`src/rtl/llss_pkg.sv`:
```
// Shared types, codes and helpers of the least loaded server selector.
package llss_pkg;

   localparam int CNT_W = 32;

   // Command codes carried on req_tuser
   localparam logic [1:0] CMD_DISPATCH = 2'd0;
   localparam logic [1:0] CMD_HEALTH   = 2'd1;
   localparam logic [1:0] CMD_OUTCOME  = 2'd2;

   // Connection outcome codes
   localparam logic [1:0] OUT_CONNECT_FAIL = 2'd1;
   localparam logic [1:0] OUT_RELAY_FAIL   = 2'd2;

   // Configuration register indexes
   localparam logic [7:0] CSR_ACTIVE_SERVERS   = 8'd0;
   localparam logic [7:0] CSR_RECHECK_INTERVAL = 8'd1;

   localparam logic [15:0] DCOUNT_MAX = 16'hFFFF;

   typedef struct packed {
      logic [CNT_W-1:0] errors;
      logic [CNT_W-1:0] requests;
   } entry_type;

   function automatic logic [CNT_W-1:0] sat_inc(input logic [CNT_W-1:0] v);
      sat_inc = (v == {CNT_W{1'b1}}) ? v : v + {{(CNT_W-1){1'b0}}, 1'b1};
   endfunction

endpackage

```
`src/rtl/least_loaded_server_selector.sv`:
```
// Top level of the least loaded server selector: sequencer, flags and result register.
//
//   channel  direction  handshake             payload
//   req_     in         req_tvalid/tready     tdata fields, tlast sweep end, tuser command
//   rsp_     out        rsp_tvalid/tready     tdata found, selected index, health due
//   csr_     in         csr_valid/ready       csr_index, csr_data
//
// Dispatch: the scan covers n entries, n = active servers capped at MAX_SERVERS, and is skipped
// when n is zero. The scan reads one memory entry per cycle through the single read port,
// then writes back the winner if any entry is valid.
// Health report and unused command finish directly. Outcome: a relay failure reads the entry,
// then modifies and writes it back. Reset clears the written and invalid flags.
// A result waits in the output register; the next transaction finishes only once it is taken.
module least_loaded_server_selector #(
   parameter int MAX_SERVERS = 16
) (
   input  logic        clock,
   input  logic        reset,
   input  logic        req_tvalid,
   output logic        req_tready,
   // [3:0] server_index, [4] healthy, [36:5] reported_requests,
   // [68:37] reported_errors, [70:69] outcome, [71] zero
   input  logic [71:0] req_tdata,
   input  logic        req_tlast,   // sweep_end
   input  logic [1:0]  req_tuser,   // [1:0] cmd
   output logic        rsp_tvalid,
   input  logic        rsp_tready,
   // [0] found, [4:1] selected_index, [5] health_due, [7:6] zero
   output logic [7:0]  rsp_tdata,
   input  logic        csr_valid,
   output logic        csr_ready,
   input  logic [7:0]  csr_index,
   input  logic [15:0] csr_data
);

   localparam int AW = (MAX_SERVERS > 1) ? $clog2(MAX_SERVERS) : 1;
   localparam int CW = $clog2(MAX_SERVERS + 1);

   localparam logic [2:0] ST_IDLE = 3'd0;
   localparam logic [2:0] ST_SCAN = 3'd1;
   localparam logic [2:0] ST_WB   = 3'd2;
   localparam logic [2:0] ST_OMOD = 3'd3;
   localparam logic [2:0] ST_FIN  = 3'd4;

   logic [2:0]             state_ff, state_in;
   logic [4:0]             active_ff, active_in;
   logic [15:0]            interval_ff, interval_in;
   logic [15:0]            dcount_ff, dcount_in;
   logic [MAX_SERVERS-1:0] written_ff, written_in;
   logic [MAX_SERVERS-1:0] invalid_ff, invalid_in;
   logic [CW-1:0]          lim_ff, lim_in;
   logic [CW-1:0]          iss_ff, iss_in;
   logic                   cmp_valid_ff, cmp_valid_in;
   logic [AW-1:0]          cmp_idx_ff, cmp_idx_in;
   logic                   have_ff, have_in;
   logic [AW-1:0]          best_idx_ff, best_idx_in;
   logic [31:0]            best_req_ff, best_req_in;
   logic [31:0]            best_err_ff, best_err_in;
   logic [AW-1:0]          op_idx_ff, op_idx_in;
   logic                   found_ff, found_in;
   logic [3:0]             sel_ff, sel_in;
   logic                   due_ff, due_in;
   logic                   rsp_valid_ff, rsp_valid_in;
   logic [7:0]             rsp_data_ff, rsp_data_in;

   logic                   ram_wr_en;
   logic [AW-1:0]          ram_wr_addr;
   llss_pkg::entry_type    ram_wr_data;
   logic                   ram_rd_en;
   logic [AW-1:0]          ram_rd_addr;
   llss_pkg::entry_type    ram_rd_data;
   llss_pkg::entry_type    cand;
   llss_pkg::entry_type    omod_entry;

   logic [1:0]             in_cmd;
   logic [3:0]             in_server_index;
   logic                   in_healthy;
   logic [31:0]            in_requests;
   logic [31:0]            in_errors;
   logic [1:0]             in_outcome;
   logic                   in_idx_ok;
   logic [AW-1:0]          in_addr;

   assign in_cmd          = req_tuser;
   assign in_server_index = req_tdata[3:0];
   assign in_healthy      = req_tdata[4];
   assign in_requests     = req_tdata[36:5];
   assign in_errors       = req_tdata[68:37];
   assign in_outcome      = req_tdata[70:69];
   assign in_idx_ok       = (32'(in_server_index) < MAX_SERVERS);
   assign in_addr         = AW'(in_server_index);

   assign req_tready = (state_ff == ST_IDLE);
   assign csr_ready  = 1'b1;
   assign rsp_tvalid = rsp_valid_ff;
   assign rsp_tdata  = rsp_data_ff;

   // Entries never written since reset read as zero counts
   assign cand       = written_ff[cmp_idx_ff] ? ram_rd_data : '0;
   assign omod_entry = written_ff[op_idx_ff] ? ram_rd_data : '0;

   llss_ram #(
      .DEPTH (MAX_SERVERS)
   ) u_ram (
      .clock   (clock),
      .wr_en   (ram_wr_en),
      .wr_addr (ram_wr_addr),
      .wr_data (ram_wr_data),
      .rd_en   (ram_rd_en),
      .rd_addr (ram_rd_addr),
      .rd_data (ram_rd_data)
   );

   always_comb begin
      state_in     = state_ff;
      active_in    = active_ff;
      interval_in  = interval_ff;
      dcount_in    = dcount_ff;
      written_in   = written_ff;
      invalid_in   = invalid_ff;
      lim_in       = lim_ff;
      iss_in       = iss_ff;
      cmp_valid_in = 1'b0;
      cmp_idx_in   = cmp_idx_ff;
      have_in      = have_ff;
      best_idx_in  = best_idx_ff;
      best_req_in  = best_req_ff;
      best_err_in  = best_err_ff;
      op_idx_in    = op_idx_ff;
      found_in     = found_ff;
      sel_in       = sel_ff;
      due_in       = due_ff;
      rsp_valid_in = rsp_valid_ff;
      rsp_data_in  = rsp_data_ff;
      ram_wr_en    = 1'b0;
      ram_wr_addr  = '0;
      ram_wr_data  = '0;
      ram_rd_en    = 1'b0;
      ram_rd_addr  = '0;

      if (csr_valid) begin
         case (csr_index)
            llss_pkg::CSR_ACTIVE_SERVERS:   active_in = csr_data[4:0];
            llss_pkg::CSR_RECHECK_INTERVAL: interval_in = csr_data;
            default: ;
         endcase
      end

      if (rsp_valid_ff && rsp_tready) begin
         rsp_valid_in = 1'b0;
      end

      case (state_ff)
         ST_IDLE: begin
            if (req_tvalid) begin
               found_in  = 1'b0;
               sel_in    = '0;
               due_in    = 1'b0;
               op_idx_in = in_addr;
               state_in  = ST_FIN;
               case (in_cmd)
                  llss_pkg::CMD_DISPATCH: begin
                     due_in = (interval_ff != '0) && (dcount_ff == interval_ff);
                     if (dcount_ff != llss_pkg::DCOUNT_MAX) begin
                        dcount_in = dcount_ff + 16'd1;
                     end
                     lim_in  = (32'(active_ff) > MAX_SERVERS) ? CW'(MAX_SERVERS)
                                                              : CW'(active_ff);
                     iss_in  = '0;
                     have_in = 1'b0;
                     if (active_ff != '0) begin
                        state_in = ST_SCAN;
                     end
                  end
                  llss_pkg::CMD_HEALTH: begin
                     if (in_idx_ok) begin
                        if (in_healthy) begin
                           ram_wr_en            = 1'b1;
                           ram_wr_addr          = in_addr;
                           ram_wr_data.requests = in_requests;
                           ram_wr_data.errors   = in_errors;
                           written_in[in_addr]  = 1'b1;
                           invalid_in[in_addr]  = 1'b0;
                        end else begin
                           invalid_in[in_addr] = 1'b1;
                        end
                     end
                     if (req_tlast) begin
                        dcount_in = '0;
                     end
                  end
                  llss_pkg::CMD_OUTCOME: begin
                     if (in_idx_ok) begin
                        if (in_outcome == llss_pkg::OUT_CONNECT_FAIL) begin
                           invalid_in[in_addr] = 1'b1;
                        end else if (in_outcome == llss_pkg::OUT_RELAY_FAIL) begin
                           ram_rd_en   = 1'b1;
                           ram_rd_addr = in_addr;
                           state_in    = ST_OMOD;
                        end
                     end
                  end
                  default: ;
               endcase
            end
         end
         ST_SCAN: begin
            // Issue one read per cycle; compare the entry read in the previous cycle
            if (iss_ff < lim_ff) begin
               ram_rd_en    = 1'b1;
               ram_rd_addr  = AW'(iss_ff);
               iss_in       = iss_ff + CW'(1);
               cmp_valid_in = 1'b1;
               cmp_idx_in   = AW'(iss_ff);
            end
            if (cmp_valid_ff && !invalid_ff[cmp_idx_ff]) begin
               if (!have_ff || (cand.requests < best_req_ff) ||
                   ((cand.requests == best_req_ff) && (cand.errors < best_err_ff))) begin
                  have_in     = 1'b1;
                  best_idx_in = cmp_idx_ff;
                  best_req_in = cand.requests;
                  best_err_in = cand.errors;
               end
            end
            if ((iss_ff == lim_ff) && !cmp_valid_ff) begin
               state_in = have_ff ? ST_WB : ST_FIN;
            end
         end
         ST_WB: begin
            ram_wr_en               = 1'b1;
            ram_wr_addr             = best_idx_ff;
            ram_wr_data.requests    = llss_pkg::sat_inc(best_req_ff);
            ram_wr_data.errors      = best_err_ff;
            written_in[best_idx_ff] = 1'b1;
            found_in                = 1'b1;
            sel_in                  = 4'(best_idx_ff);
            state_in                = ST_FIN;
         end
         ST_OMOD: begin
            ram_wr_en             = 1'b1;
            ram_wr_addr           = op_idx_ff;
            ram_wr_data.requests  = omod_entry.requests;
            ram_wr_data.errors    = llss_pkg::sat_inc(omod_entry.errors);
            written_in[op_idx_ff] = 1'b1;
            invalid_in[op_idx_ff] = 1'b1;
            state_in              = ST_FIN;
         end
         ST_FIN: begin
            // Hold until the output register is free
            if (!rsp_valid_ff || rsp_tready) begin
               rsp_valid_in = 1'b1;
               rsp_data_in  = {2'b00, due_ff, sel_ff, found_ff};
               state_in     = ST_IDLE;
            end
         end
         default: state_in = ST_IDLE;
      endcase
   end

   always_ff @(posedge clock) begin
      if (reset) begin
         state_ff     <= ST_IDLE;
         active_ff    <= 5'd1;
         interval_ff  <= 16'd5;
         dcount_ff    <= '0;
         written_ff   <= '0;
         invalid_ff   <= '0;
         cmp_valid_ff <= 1'b0;
         rsp_valid_ff <= 1'b0;
         have_ff      <= 1'b0;
         lim_ff       <= '0;
         iss_ff       <= '0;
      end else begin
         state_ff     <= state_in;
         active_ff    <= active_in;
         interval_ff  <= interval_in;
         dcount_ff    <= dcount_in;
         written_ff   <= written_in;
         invalid_ff   <= invalid_in;
         cmp_valid_ff <= cmp_valid_in;
         rsp_valid_ff <= rsp_valid_in;
         have_ff      <= have_in;
         lim_ff       <= lim_in;
         iss_ff       <= iss_in;
      end
   end

   always_ff @(posedge clock) begin
      cmp_idx_ff  <= cmp_idx_in;
      best_idx_ff <= best_idx_in;
      best_req_ff <= best_req_in;
      best_err_ff <= best_err_in;
      op_idx_ff   <= op_idx_in;
      found_ff    <= found_in;
      sel_ff      <= sel_in;
      due_ff      <= due_in;
      rsp_data_ff <= rsp_data_in;
   end

   a_no_write_in_scan: assert property (@(posedge clock) disable iff (reset)
      (state_ff == ST_SCAN) |-> !ram_wr_en)
      else $error("memory written during a dispatch scan");

   a_scan_bound: assert property (@(posedge clock) disable iff (reset)
      (state_ff == ST_SCAN) |-> (iss_ff <= lim_ff))
      else $error("scan issued past the active entries");

   a_wb_marks_written: assert property (@(posedge clock) disable iff (reset)
      (state_ff == ST_WB) |=> written_ff[$past(best_idx_ff)])
      else $error("written flag not set after dispatch write back");

   a_rsp_from_fin: assert property (@(posedge clock) disable iff (reset)
      $rose(rsp_valid_ff) |-> $past(state_ff == ST_FIN))
      else $error("result raised outside the finish step");

   a_winner_valid: assert property (@(posedge clock) disable iff (reset)
      (state_ff == ST_WB) |-> (have_ff && !invalid_ff[best_idx_ff]))
      else $error("dispatch chose an invalid entry");

endmodule

```
`src/rtl/llss_ram.sv`:
```
// Server count memory: one write port, one read port with registered data.
module llss_ram #(
   parameter int DEPTH = 16
) (
   input  logic                                   clock,
   input  logic                                   wr_en,
   input  logic [((DEPTH > 1) ? $clog2(DEPTH) : 1)-1:0] wr_addr,
   input  llss_pkg::entry_type                    wr_data,
   input  logic                                   rd_en,
   input  logic [((DEPTH > 1) ? $clog2(DEPTH) : 1)-1:0] rd_addr,
   output llss_pkg::entry_type                    rd_data
);

   llss_pkg::entry_type mem [DEPTH];
   llss_pkg::entry_type rd_data_ff;

   always_ff @(posedge clock) begin
      if (wr_en) begin
         mem[wr_addr] <= wr_data;
      end
   end

   always_ff @(posedge clock) begin
      if (rd_en) begin
         rd_data_ff <= mem[rd_addr];
      end
   end

   assign rd_data = rd_data_ff;

endmodule
```
`config.mk`:
```
export PLATFORM = sky130hd
export DESIGN_NAME = least_loaded_server_selector
export DESIGN_NICKNAME = d
export VERILOG_FILES = /design/src/rtl/llss_pkg.sv /design/src/rtl/least_loaded_server_selector.sv /design/src/rtl/llss_ram.sv
export SDC_FILE = /design/constraint.sdc
export NUM_CORES = 2
export LEC_CHECK = 0
export ABC_AREA = 1
export BUFFER_PORTS_ARGS = -buffer_cell sky130_fd_sc_hd__buf_2
export CAP_MARGIN = 10
export CORE_MARGIN = 3
export CORE_UTILIZATION = 40
export CTS_BUF_LIST = sky130_fd_sc_hd__clkbuf_4 sky130_fd_sc_hd__clkbuf_8
export DETAILED_ROUTE_END_ITERATION = 8
export GPL_ROUTABILITY_DRIVEN = 0
export MAX_ROUTING_LAYER = met4
export SYNTH_ARGS = -nofsm -noshare
export SYNTH_HDL_FRONTEND = slang
export SYNTH_SLANG_ARGS = --single-unit
```
`constraint.sdc`:
```
create_clock -name clock -period 14.6 [get_ports clock]
set_input_delay 2.19 -clock clock [delete_from_list [all_inputs] [get_ports clock]]
set_output_delay 2.19 -clock clock [all_outputs]
set_load 0.02 [all_outputs]
```
* After elaboration in Yosys (flattened, before gate mapping)
Memory sizes are Yosys's and may differ from the RTL's. A register that Yosys moved wholly into a read port is not among the register bits.
Index checks and enable logic that the tools add are counted.
W data, S select, Z words.
** Operators by class
- Add/sub/neg operators :: 4
- $mul :: 0
- Divide/modulo/power cells :: 0
- $lt $le $gt $ge :: 11
- Equal/unequal tests :: 28
- Shift operators :: 0
- Multiplexer cells :: 80
- Bitwise operators :: 8
- Reduce and logical (&&, ||, !) cells :: 41
** Operators with widths (number)
- $mux W64 :: 5
- $pmux W64 S3 :: 1
- $mux W16 :: 8
- $pmux W16 S2 :: 3
- $or A16 B16 Y16 :: 5
- $add A32 B1 Y32 const B :: 2
- $eq A32 B32 Y1 const B :: 2
- $lt A32 B32 Y1 :: 2
- $mux W32 :: 2
- $pmux W16 S3 :: 1
- $mux W4 :: 9
- $eq A32 B32 Y1 :: 1
- $mux W1 :: 24
- $mux W3 :: 7
- $lt A4 B5 Y1 const B :: 4
- $mux W5 :: 4
- $add A16 B1 Y16 const B :: 1
- $and A16 B16 Y16 :: 1
- $eq A16 B16 Y1 :: 1
- $ne A16 B16 Y1 const B :: 1
- $ne A2 B2 Y1 const B :: 8
- $not A16 Y16 :: 1
- $pmux W4 S2 :: 2
- $reduce_bool A16 Y1 :: 1
- other kinds (36) :: 76
** Word-level totals
- Register bits after elaboration :: 173
- Bits in latches :: 0
- Memory bits (writable) :: 1024
- Bits in read-only memories :: 0
- Bits of input ports :: 104
- Output and inout bits :: 11
- Logic and storage cells :: 193
- Memories kept :: 1
** Memory list
- u_ram.mem :: depth 16, bits a word 64, read ports 1, clocked after Yosys merged registers in 1, write ports 1, RTL line llss_ram.sv:14 : llss_pkg::entry_type mem [DEPTH];

* Depth between registers and ports, before layout
- Word-level depth :: 10
- Gate-level depth with buffers :: 23
- Depth with buffers taken out :: 21

* By module
A second synthesis with hierarchy kept.
** Second synthesis, totals
- Cell total of the unflattened synthesis :: 6096
- Area, all modules :: 58866.5 sq um
** By module, submodules not included
- llss_ram :: times used 1, cells an instance 4210, area each 45926.5 sq um, sequential area each 32671.3 sq um
- least_loaded_server_selector :: times used 1, cells an instance 1886, area each 12939.9 sq um, sequential area each 4344.2 sq um

* Worst setup path after synthesis
No wires, ideal clock.
- Path kind :: flip-flop to flip-flop
- Start point :: register cmp_idx_ff[0]
- End point :: register best_err_ff[0], enable pin
- Setup time :: 0.517 ns
- Arrival :: 6.248 ns
- Slack :: 7.835 ns
- Stages on the path, launching flop included :: 21
- Buffers on the path :: 3
- Period minus slack after synthesis :: 6.765 ns
- Path through :: edfxtp_1 -> clkbuf_1 -> inv_1 -> clkbuf_1 -> nand2_1 -> nand3_1 -> nand3_1 -> nand3_1 -> nand2_1 -> inv_2 -> clkbuf_1 -> nor2_1 -> ha_1 -> nand2_1 -> nor2_1 -> nand4_1 -> nor4_1 -> o2111ai_1 -> a211oi_1 -> nand2_1 -> a21oi_1
** RTL lines
- start, declared :: RTL line least_loaded_server_selector.sv:54 : logic [AW-1:0] cmp_idx_ff, cmp_idx_in;
- start signal, assigned :: RTL line least_loaded_server_selector.sv:289 : cmp_idx_ff <= cmp_idx_in;
- end signal, assigned :: RTL line least_loaded_server_selector.sv:292 : best_err_ff <= best_err_in;
- end, declared :: RTL line least_loaded_server_selector.sv:58 : logic [31:0] best_err_ff, best_err_in;

* Final worst setup path
- Start point :: input port req_tuser[1]
- End point :: register, netlist name u_ram.rd_data[42]
** On the way
- Word-level cells in the longest chain between the ends :: 4
- Elaborated cells on any way between the ends :: 7
** RTL lines
- start, declared :: RTL line least_loaded_server_selector.sv:25 : input logic [1:0] req_tuser,
- $eq A2 B2 Y1 * :: RTL line least_loaded_server_selector.sv:161 : case (in_cmd)
- $mux W4 / $mux W1 (equally long branches) :: RTL line least_loaded_server_selector.sv:161
- $mux W4 / $mux W1 (equally long branches) :: RTL line least_loaded_server_selector.sv:155 : if (req_tvalid) begin
- $pmux W4 S2 / $pmux W1 S2 (equally long branches) :: RTL line least_loaded_server_selector.sv:153 : case (state_ff)
Every way passes the cells marked *; elsewhere a longest branch is shown, timed or not.
A chain may end at the register's enable or synchronous reset.

==> impl_metrics.ini <==
[outcome]
status = completed

[clock_network]
ctsHtreeMaxLevel = 4
post_cts_buffers = 0
cts_made_buffers = 198
clkSinkCount = 1261
root_buffer = clkbuf_8
clk_path_buf_depth = 3
ctsHoldBuffers = 0
cts_tree = built
worstSkewPairLatency_ns = 0.91
cts_resized = 0
path_clk_slew_ns = 0.06

[sta]
finalSetupViolCount = 0
worst_hold_slack_ns = 0.421
slew_viol_final = 0
rsz0062_at_grt = no
worst_pin_slew_ns = 1.16
slew-limit-headroom = 0.223
period_share = 0.448
final.setup.tns_ns = 0
hold_viol_final = 0
max_freq_ghz = 0.153
fin_crit_ns = 6.54
clock_skew_ns = 0.0354

[synth]
avgSynthCellArea_um2 = 11.7
yosysWarnings = 0
yosysUniqueCellTypes = 61
synth-edff-count = 1176
synth_area_um2 = 54800
async_flop_share = 0
synth_ff_type = edfxtp_1
synth_cells = 4668
synth_top_area_frac = 0.644
yosysTopAreaCell = edfxtp_1
synth-seq-cells = 1261
seq_area_frac_synth = 0.675
synth.top_cells.by_area = edfxtp_1, nor2_1, nand2_1, dfxtp_1, o311ai_0

[layout]
seq_area_um2 = 37000
fin_util = 0.449
syn2layout_area_growth_pct = 11.2
final_area_um2 = 60900
fillers = 12400
finish.net_count = 4947
drive_gt1_frac = 0.143
multi_input_comb_area_um2 = 15500

[min_path]
hold_depth = 0
hp-class = flop to flop

[floorplan]
start_util = 0.404
core_area_um2 = 136000
ioPinCount = 115
die_w_um = 376
rows = 135
die_area_um2 = 142000
die_h_um = 376

[pwr]
power.leakage_nw = 21.2
powerDensity_nw_per_um2 = 116
power_mw = 7.09
peakVddDrop_uv = 69.5

[grt]
grt_pass1_vias = 36300
grt_antenna_before_repair = 3
grt_max_degree = 189
grt_pass1_wl_um = 227000
grt_usage = 0.217
overflow = 0

[placed_design]
dp_hpwl_um = 82700
placed_area_um2 = 57100
port_buffers = 110

[route]
drt_wl_total_um = 152000
drt_pass1_iterations = 5
detail-route-antenna-nets = 0
drc_errors = 0
drt_iter0_drc = 3948
vias_per_cell = 5.59
vias = 37500
routedWlPerCell_um = 22.6

[critical_path]
rr_worst_depth = 20
required_ns = 15.35
arrival_ns = 7.29
worstSetupEndpointType = flop
path_max_fanout = 95
path_class = input pin to flop
startpoint_type = input pin

[job]
cap_violations = 0
-- where the power goes --
group | internal, mW | total, mW | leakage, nW | switching [mW]
clock network | 1.55 | 2.94 | 2.02 | 1.38
logic | 0.0464 | 0.191 | 7.83 | 0.145
registers | 3.95 | 3.96 | 11.3 | 0.0112
-- sequential cells by signal, summed over array words and instances, names as in the netlist, 6 cells and up, named ones only --
register / flops
written_ff: 16
interval_ff: 16
dcount_ff: 16
u_ram.rd_data: 64
best_err_ff: 32
rsp_tdata: 6
best_req_ff: 32
u_ram.mem: 1024
-- logic make-up after synthesis --
| group | share of synthesized area |
|---|---|
| fa+ha+maj | 0.0164 |
| compound gates | 0.123 |
| xor+xnor | 0.00623 |
| simple gates | 0.136 |
| buf+inv | 0.0439 |
| other cells | 0.000137 |
| flops | 0.675 |
-- synth_stat cells (all sizes together) (36+ instances only) --
cell type and n:
o21bai 66, o211ai 141, ha 72, nor2 776
a21oi 114, edfxtp 1176, o21ai 280, a22oi 56
dfxtp 85, nor3 36, clkbuf 200, nand2 481
o311ai 188, buf 67, o221ai 71, inv 342
nand3 239, or2 125
-- routing by layer --
layer	GRT usage	vias up	wire [um]	share of wire
met1	0.296	18600	66600	0.44
met4	0.0550	0	2800	0.018
met5	-	-	0	0
li1	-	17300	-	-
met2	0.339	1455	71400	0.47
met3	0.0347	211	10900	0.072
-- through the flow --
step	instances	setup WS, ns
5_1_grt	6706	7.76
6_report	6706	8.06
4_1_cts	6703	8.16
2_1_floorplan	4669	7.84
3_5_place_dp	6351	7.20
3_3_place_gp	6351	7.23
-- cells in the final DEF (no fill, tap or decap), types with 110 or more instances in the layout --
cell | synthesis | layout
nor2_1 | 741 | 739
a21oi_1 | 114 | 113
o311ai_0 | 157 | 157
inv_1 | 327 | 309
clkbuf_8 | 0 | 202
o21ai_0 | 256 | 255
o211ai_1 | 141 | 141
edfxtp_1 | 1176 | 1176
nand2_1 | 472 | 471
or2_2 | 125 | 125
buf_2 | 37 | 110
nand3_1 | 237 | 237
-- cell type report --
class                   instances  area share
flip-flops and latches       1261       0.607
multi-input cells            2799       0.254
clock buffers                 263      0.0531
well taps                    1781      0.0366
inverters                     342      0.0220
repair buffers                169      0.0167
clock inverters                89      0.0101
diodes                          2   0.0000821
-- worst paths after layout --
path / from / end / slack (ns)
min reg2reg: due_ff$_SDFFCE_PN0P_ / rsp_tdata[5]$_DFFE_PP_ / 0.42
max reg2reg: cmp_idx_ff[0]$_DFFE_PP_ / best_err_ff[15]$_DFFE_PP_ / 8.20
min: due_ff$_SDFFCE_PN0P_ / rsp_tdata[5]$_DFFE_PP_ / 0.42
max: req_tuser[1] / u_ram.rd_data[42]$_DFFE_PP_ / 8.06
-- worst max-delay path, cell delays in order --
cell and delay, ns:
buf_2 0.10, inv_1 0.05, nor2_1 0.11, nand2_1 0.10, nor2_1 0.18, nand2_1 0.27, o22ai_4 0.82, buf_4 0.75
buf_4 0.88, buf_4 0.88, o21ai_0 0.20, o21bai_1 0.21, o311ai_1 0.12, nand3_1 0.17, nand2_1 0.10
(Power assumes the default switching activity.)
